File: config.mk
export PLATFORM = sky130hd
export DESIGN_NAME = crr_ram
export DESIGN_NICKNAME = d
export VERILOG_FILES = /design/src/sv/crr_ram.sv
export SDC_FILE = /design/constraint.sdc
export NUM_CORES = 1
export LEC_CHECK = 0
export BUFFER_PORTS_ARGS = -buffer_cell sky130_fd_sc_hd__clkbuf_2
export CAP_MARGIN = 20
export CORE_UTILIZATION = 28
export DETAILED_ROUTE_END_ITERATION = 6
export SKIP_CTS_REPAIR_TIMING = 1
export SLEW_MARGIN = 5
export SYNTH_ARGS = -nofsm -noshare
export SYNTH_HDL_FRONTEND = slang
export SYNTH_SLANG_ARGS = --single-unit
File: constraint.sdc
create_clock -name clk -period 2.98 [get_ports clk]
set_input_delay 0.596 -clock clk [delete_from_list [all_inputs] [get_ports clk]]
set_output_delay 0.596 -clock clk [all_outputs]
set_load 0.02 [all_outputs]
File: src/sv/crr_ram.sv
// ----------------------------------------------------------------------------
// crr_ram: generic single write, single read memory
// one write port, one read port, read data registered
// ----------------------------------------------------------------------------
module crr_ram #(
	parameter int WIDTH = 8,
	parameter int DEPTH = 64
) (
	input  logic                     clk,
	input  logic                     we,
	input  logic [$clog2(DEPTH)-1:0] waddr,
	input  logic [WIDTH-1:0]         wdata,
	input  logic [$clog2(DEPTH)-1:0] raddr,
	output logic [WIDTH-1:0]         rdata
);

	logic [WIDTH-1:0] mem_q [DEPTH];

	always_ff @(posedge clk) begin
		if (we) begin
			mem_q[waddr] <= wdata;
		end
		rdata <= mem_q[raddr];
	end

endmodule

## Word-level counts from Yosys, hierarchy flattened

Memories as Yosys holds them, arrays and structs flattened. A register that Yosys moved wholly into a read port is not among the register bits.
Cells that the tools add are included.

- Register bits after elaboration: 0
- RAM bits: 512
- Bits of input ports: 22
- Output and inout port bits: 8
- Logic and storage cells: 3
- Memories: 1

- Muxes and demuxes: 2

Memory list:

| memory | depth | bits a word | rd ports | clocked after Yosys merged registers in | write ports | RTL line | source |
|---|---|---|---|---|---|---|---|
| mem_q | 64 | 8 | 1 | 1 | 1 | 17 | `logic [WIDTH-1:0] mem_q [DEPTH];` |

Operators by type and width:

| operator | number |
|---|---|
| $mux 1 | 2 |

## Logic depth before layout (Yosys ltp)

Gate-level depths: netlist of run 1.

- Word-level depth: 2
- Gate-level depth with buffers: 9

## Worst setup path before layout of run 1

No wires, ideal clock.

- Kind: in2reg
- Start: in raddr[1]
- End: reg rdata[3] (read register of mem_q)
- Data arrival time: 2.136 ns
- Setup slack: 0.716 ns
- Cell stages on the path: 7
- Cell sequence: buf_4 -> buf_2 -> buf_2 -> mux4_2 -> mux4_2 -> o21ai_1 -> o41ai_1

RTL lines:

| what | RTL line | source |
|---|---|---|
| from (decl) | 13 | `input logic [$clog2(DEPTH)-1:0] raddr,` |
| to (decl) | 14 | `output logic [WIDTH-1:0] rdata` |

==> flow_summary.ini, run 1 <==
[worst_setup_path]
cpPeakStageDelay_ns = 0.75
required_ns = 3.45
cp_max_fo = 16
critPathCaptureType = flip-flop
criticalPathCategory = primary input to flip-flop
path_cells = clkbuf_8 -> buf_12 -> mux4_2 -> nor2b_1 -> a2111oi_0 -> buf_4 -> o41ai_1
worstPathArrival_ns = 2.89
cpMaxStageDelayCell = a2111oi_0
critPathLaunchType = primary input

[place]
place_hpwl_um = 31400
io_buffers = 29
post-place-ws_ns = -0.146
gp_congestion = 0.821

[global_route]
grt_pass1_wl_um = 70300
antenna_found_initial = 5
grt_pass1_vias = 10100
grt_max_degree = 65
grt_util_all_layers_pct = 13.2
overflow = 0

[outcome]
status = finished, final reports clean

[yosys]
syn_area_per_cell_um2 = 21.5
syn-num-nets = 962
synth_area_mm2 = 0.0202
synth-seq-area-share_pct = 77.0
synth_ff_type = edfxtp_1
synth_async_sr_flop_share_pct = 0
ys_warn_count = 0
synth.largest_area_cell = edfxtp_1
synth-seq-cells = 520
netlist.area_leader.share_pct = 76.2
yosysUniqueCellTypes = 40
synth-edff-count = 512
synthCells = 940
synthTopCellsByArea = edfxtp_1, mux4_2, nor2_1, mux2i_1, dfxtp_1

[sta]
fin_crit_sh_pct = 81.2
fmax_mhz = 413
slew_headroom_pct = 37.1
setup_ws_ns = 0.560
fin_skew_ns = 0.0193
setup_viol = 0
finalHoldViolations = 0
rsz0062_at_grt = false
drv_slew = 0
period_minus_slack_ns = 2.42
tightest_slew_ns = 0.943

[routing]
ant_nets = 0
wl_per_cell_um = 23.1
dr.pass1.iters = 5
drc_errors = 0
num_vias = 9938
via_per_inst = 4.80
wl_um = 47900
drt_iter0_markers = 1014

[run]
max_cap_violations = 0

[finish]
ff_latch_area_mm2 = 0.0155
fin_util_pct = 33.4
drive_gt1_share_pct = 32.1
nFillCells = 6713
nets = 1106
area_growth_pct = 18.2
multi_input_area_mm2 = 0.00432
diodes = 0

[power_and_ir_drop]
leakage_nw = 7.53
ir_drop_v = 0.000351
powerDensity_mw_per_mm2 = 640
finalPower_mw = 15.3

[clock_tree]
clock_tree.root_cell = clkbuf_16
h-tree-depth = 2
clock_sinks = 520
clk_pin_slew_ns = 0.07
cts_tree = done
clock_latency_ns = 0.59
clock_path_buffers = 3
numCtsBuffers = 50

[floorplan]
die_h_um = 270
die-area_mm2 = 0.0731
die_w_um = 270
core_area_mm2 = 0.0714
io_pins = 30
rows = 98
start_util_pct = 28.3

[min_path]
hold_class = primary input to flip-flop
[where the power goes]
part | internal (mW) | total [mW] | switching (mW)
Clock | 3.66 | 6.32 | 2.66
Sequential | 8.09 | 8.13 | 0.0311
Combinational | 0.320 | 0.814 | 0.493
[state kept, by name, indices dropped and copies added, names as in the netlist]
signal	cells
mem_q	512
rdata	8
[final cells by class]
class                      instances  share of cell area (%)
clock inverter                    19                   0.793
tap                              950                    4.99
multi-input combinational        369                    18.1
timing repair buffer             143                    4.82
clock buffer                      71                    6.10
sequential                       520                    65.2
[worst max-delay path, delay by kind of cell]
kind	cells	cell delay (ns)
AOI/OAI and AO/OA	2	0.81
buffers and inverters	3	0.73
muxes	1	0.56
and+or+nand+nor	1	0.17
[per-stage QoR]
| step | TNS, ns | area (um2) | instances | hold slack, ns |
|---|---|---|---|---|
| after floorplan | 0 | 20200 | 940 | 0.695 |
| after global placement | -1.00 | 22200 | 1981 | 0.830 |
| after detailed placement | -0.146 | 22200 | 1982 | 0.837 |
| after CTS | 0 | 23800 | 2072 | 0.514 |
| after global routing | 0 | 23800 | 2072 | 0.576 |
| final | 0 | 23800 | 2072 | 0.551 |
[kinds of logic after synthesis]
group | count (synthesis) | synth area share [%]
AO/OA/AOI/OAI | 54 | 2.07
buffers and inverters | 51 | 1.57
AND/OR/NAND/NOR | 153 | 3.39
flip-flops | 520 | 77.0
multiplexers | 162 | 15.9
[cells in the final DEF, fill, tap and decap left out, types with 3 or more instances in the layout]
cell       Yosys  routed
mux4_2       126     126
nand3_1       13      13
dfxtp_1        8       8
clkbuf_2       0      26
mux2_2        13      13
edfxtp_1     512     512
a21oi_1        3       3
a22oi_1        3       3
clkinv_2       0       8
o221ai_1       8       8
clkbuf_8       0       7
clkbuf_1      17      12
clkbuf_16      0      53
buf_12         2      11
mux2i_1       23      23
clkinv_4       0       3
buf_4         13     104
bufinv_16      0       3
nand2b_1       7       7
nand3b_1       3       3
nor2_1        83      83
nor2b_1       14      14
nand2_1       19      19
o22ai_1        8       8
a211oi_1       4       4
o2111ai_1      3       3
a221oi_1       6       6
o2bb2ai_1      3       3
nor3_1         7       7
[final timing paths]
kind / endpoint / cells past startpoint / startpoint / slack (ns)
setup / recovery: rdata[5] / 7 / raddr[0] / 0.56
hold / removal: rdata[0] / 3 / raddr[5] / 0.55
setup reg to reg: rdata[5] / 5 / mem_q[3][5] / 0.78
hold reg to reg: rdata[6] / 3 / mem_q[31][6] / 0.84
[per-layer routing]
metal	vias up	global-route usage, %	wire, um
li1	4222	-	-
met1	5275	17.4	19900
met2	357	21.2	23000
met3	74	2.95	3610
met4	10	4.74	1350
met5	-	0	48
[cells in the mapped netlist, types with 3 or more instances]
cell type / number
mux4_2: 126
nand3b_1: 3
o22ai_1: 8
nor2b_1: 14
a21oi_1: 3
nor3_1: 7
nand2_1: 19
mux2_2: 13
buf_6: 4
nor2_1: 83
buf_4: 13
o2111ai_1: 3
edfxtp_1: 512
o2bb2ai_1: 3
o221ai_1: 8
nand2b_1: 7
dfxtp_1: 8
a211oi_1: 4
clkbuf_1: 17
buf_2: 11
a221oi_1: 6
buf_1: 4
mux2i_1: 23
a22oi_1: 3
nand3_1: 13
Power figures use the tool's default switching activity.
==> run 2, diff against run 1 <==
- clock period: 2.98 -> 2.3 ns (I/O delays scaled with it)
==> run 2 against run 1 <==
  * Power rose by 26%
  * Clock power rose by 21%
  * Setup slack got worse by 0.25 ns
  * Sequential share of layout area fell by 0.72 points
  * Clock-buffer cell count fell by 9
  * Critical path type unchanged
  * Flip-flop and latch count did not move
  * Via count fell by 0.71%
  * Core utilization rose by 0.38 points
==> flow_summary.ini, run 2 (synthesized netlist as in run 1, its figures left out) <==
[routing]
drc_errors = 0
drt_iter0_markers = 874
wl_per_cell_um = 21.8
num_vias = 9867
dr.pass1.iters = 5
ant_nets = 0
via_per_inst = 4.67
wl_um = 46000

[global_route]
grt_max_degree = 65
antenna_found_initial = 2
grt_pass1_vias = 10200
grt_util_all_layers_pct = 12.7
grt_pass1_wl_um = 69100
overflow = 0

[power_and_ir_drop]
finalPower_mw = 19.3
leakage_nw = 7.69
p_sw_mw = 4.07
combPwrFrac_pct = 5.7
clkPwrFrac_pct = 39.7
seq_power_share_pct = 54.5
cellInternalPower_mw = 15.2
ir_drop_v = 0.000527
swShare_pct = 21.1
powerDensity_mw_per_mm2 = 801

[sta]
slew_headroom_pct = 54.0
tightest_slew_ns = 0.673
drv_slew = 0
fin_setup_tns_ns = 0
setup_viol = 0
rsz0062_at_grt = false
holdWs_ns = 0.343
fin_crit_sh_pct = 86.7
fmax_mhz = 501
setup_ws_ns = 0.305
finalHoldViolations = 0
fin_skew_ns = 0.0174
period_minus_slack_ns = 1.99

[worst_setup_path]
worstPathArrival_ns = 2.45
critPathCaptureType = flip-flop
cp_max_fo = 19
required_ns = 2.76
criticalPathCategory = primary input to flip-flop
critPathLaunchType = primary input

[finish]
area_growth_pct = 19.5
largest_reg_flops = 512
nFillCells = 6679
layout_common_cells = edfxtp_1, buf_4, mux4_2
top_register = mem_q
fin_area_mm2 = 0.0241
nets = 1148
diodes = 0
reg_top3 = mem_q: 512 flops, rdata: 8 flops
layout_commonest_cell = edfxtp_1
drive_gt1_share_pct = 33.5

[clock_tree]
h-tree-depth = 2
cts_tree = done
clock_path_buffers = 3
clock_tree.root_cell = clkbuf_16
numCtsBuffers = 50
clock_sinks = 520
clk_pin_slew_ns = 0.06
clock_latency_ns = 0.59

[place]
gp_congestion = 0.824
io_buffers = 29
post-place-ws_ns = -0.286
place_hpwl_um = 30200
placed_area_mm2 = 0.0226

[floorplan]
core_area_mm2 = 0.0714
die-area_mm2 = 0.0731
rows = 98
die_h_um = 270
start_util_pct = 28.3
die_w_um = 270
io_pins = 30

[outcome]
status = finished, final reports clean

[run]
max_cap_violations = 0

[min_path]
hold_class = primary input to flip-flop
run 2: final timing paths:
| kind | start | end | slack (ns) | depth (start not counted) |
|---|---|---|---|---|
| max | raddr[0] | rdata[6] | 0.31 | 7 |
| min reg2reg | mem_q[30][6] | rdata[6] | 0.85 | 3 |
| max reg2reg | mem_q[29][6] | rdata[6] | 0.32 | 5 |
| min | raddr[5] | rdata[2] | 0.34 | 3 |
run 2: power by group through the flow:
stage / Clock [mW] / Sequential (mW) / Combinational, mW
6_report: 7.67 / 10.5 / 1.10
5_1_grt: 8.18 / 10.5 / 1.18
4_1_cts: 7.83 / 10.5 / 1.12
3_5_place_dp: 0 / 10.7 / 1.12
3_3_place_gp: 0 / 10.7 / 1.11
2_1_floorplan: 0 / 10.7 / 0.559
run 2: per-stage QoR:
step,std cells,util [%]
2_1_floorplan,940,-
3_3_place_gp,2024,31.7
3_5_place_dp,2024,31.7
4_1_cts,2113,33.8
5_1_grt,2113,33.8
6_report,2113,33.8
run 2: worst max-delay path: stages:
cell,delay (ns)
clkbuf_8,0.20
buf_12,0.22
mux4_2,0.53
mux2_2,0.29
o221a_2,0.28
nor3_1,0.32
o32ai_1,0.14
run 2: area by class of cell:
class	instances	area (um2)	share of cell area, %
Clock buffer	62	1320	5.47
Clock inverter	27	189	0.784
Multi-Input combinational cell	369	4320	17.9
Sequential cell	520	15500	64.5
Tap cell	950	1190	4.93
Timing Repair Buffer	185	1560	6.45
run 2: layer usage:
| metal | global-route usage, % | share of wire (%) |
|---|---|---|
| met1 | 17.5 | 44 |
| met2 | 20.6 | 48 |
| met3 | 2.24 | 5.2 |
| met4 | 3.79 | 2.2 |
| met5 | 0 | 0.059 |
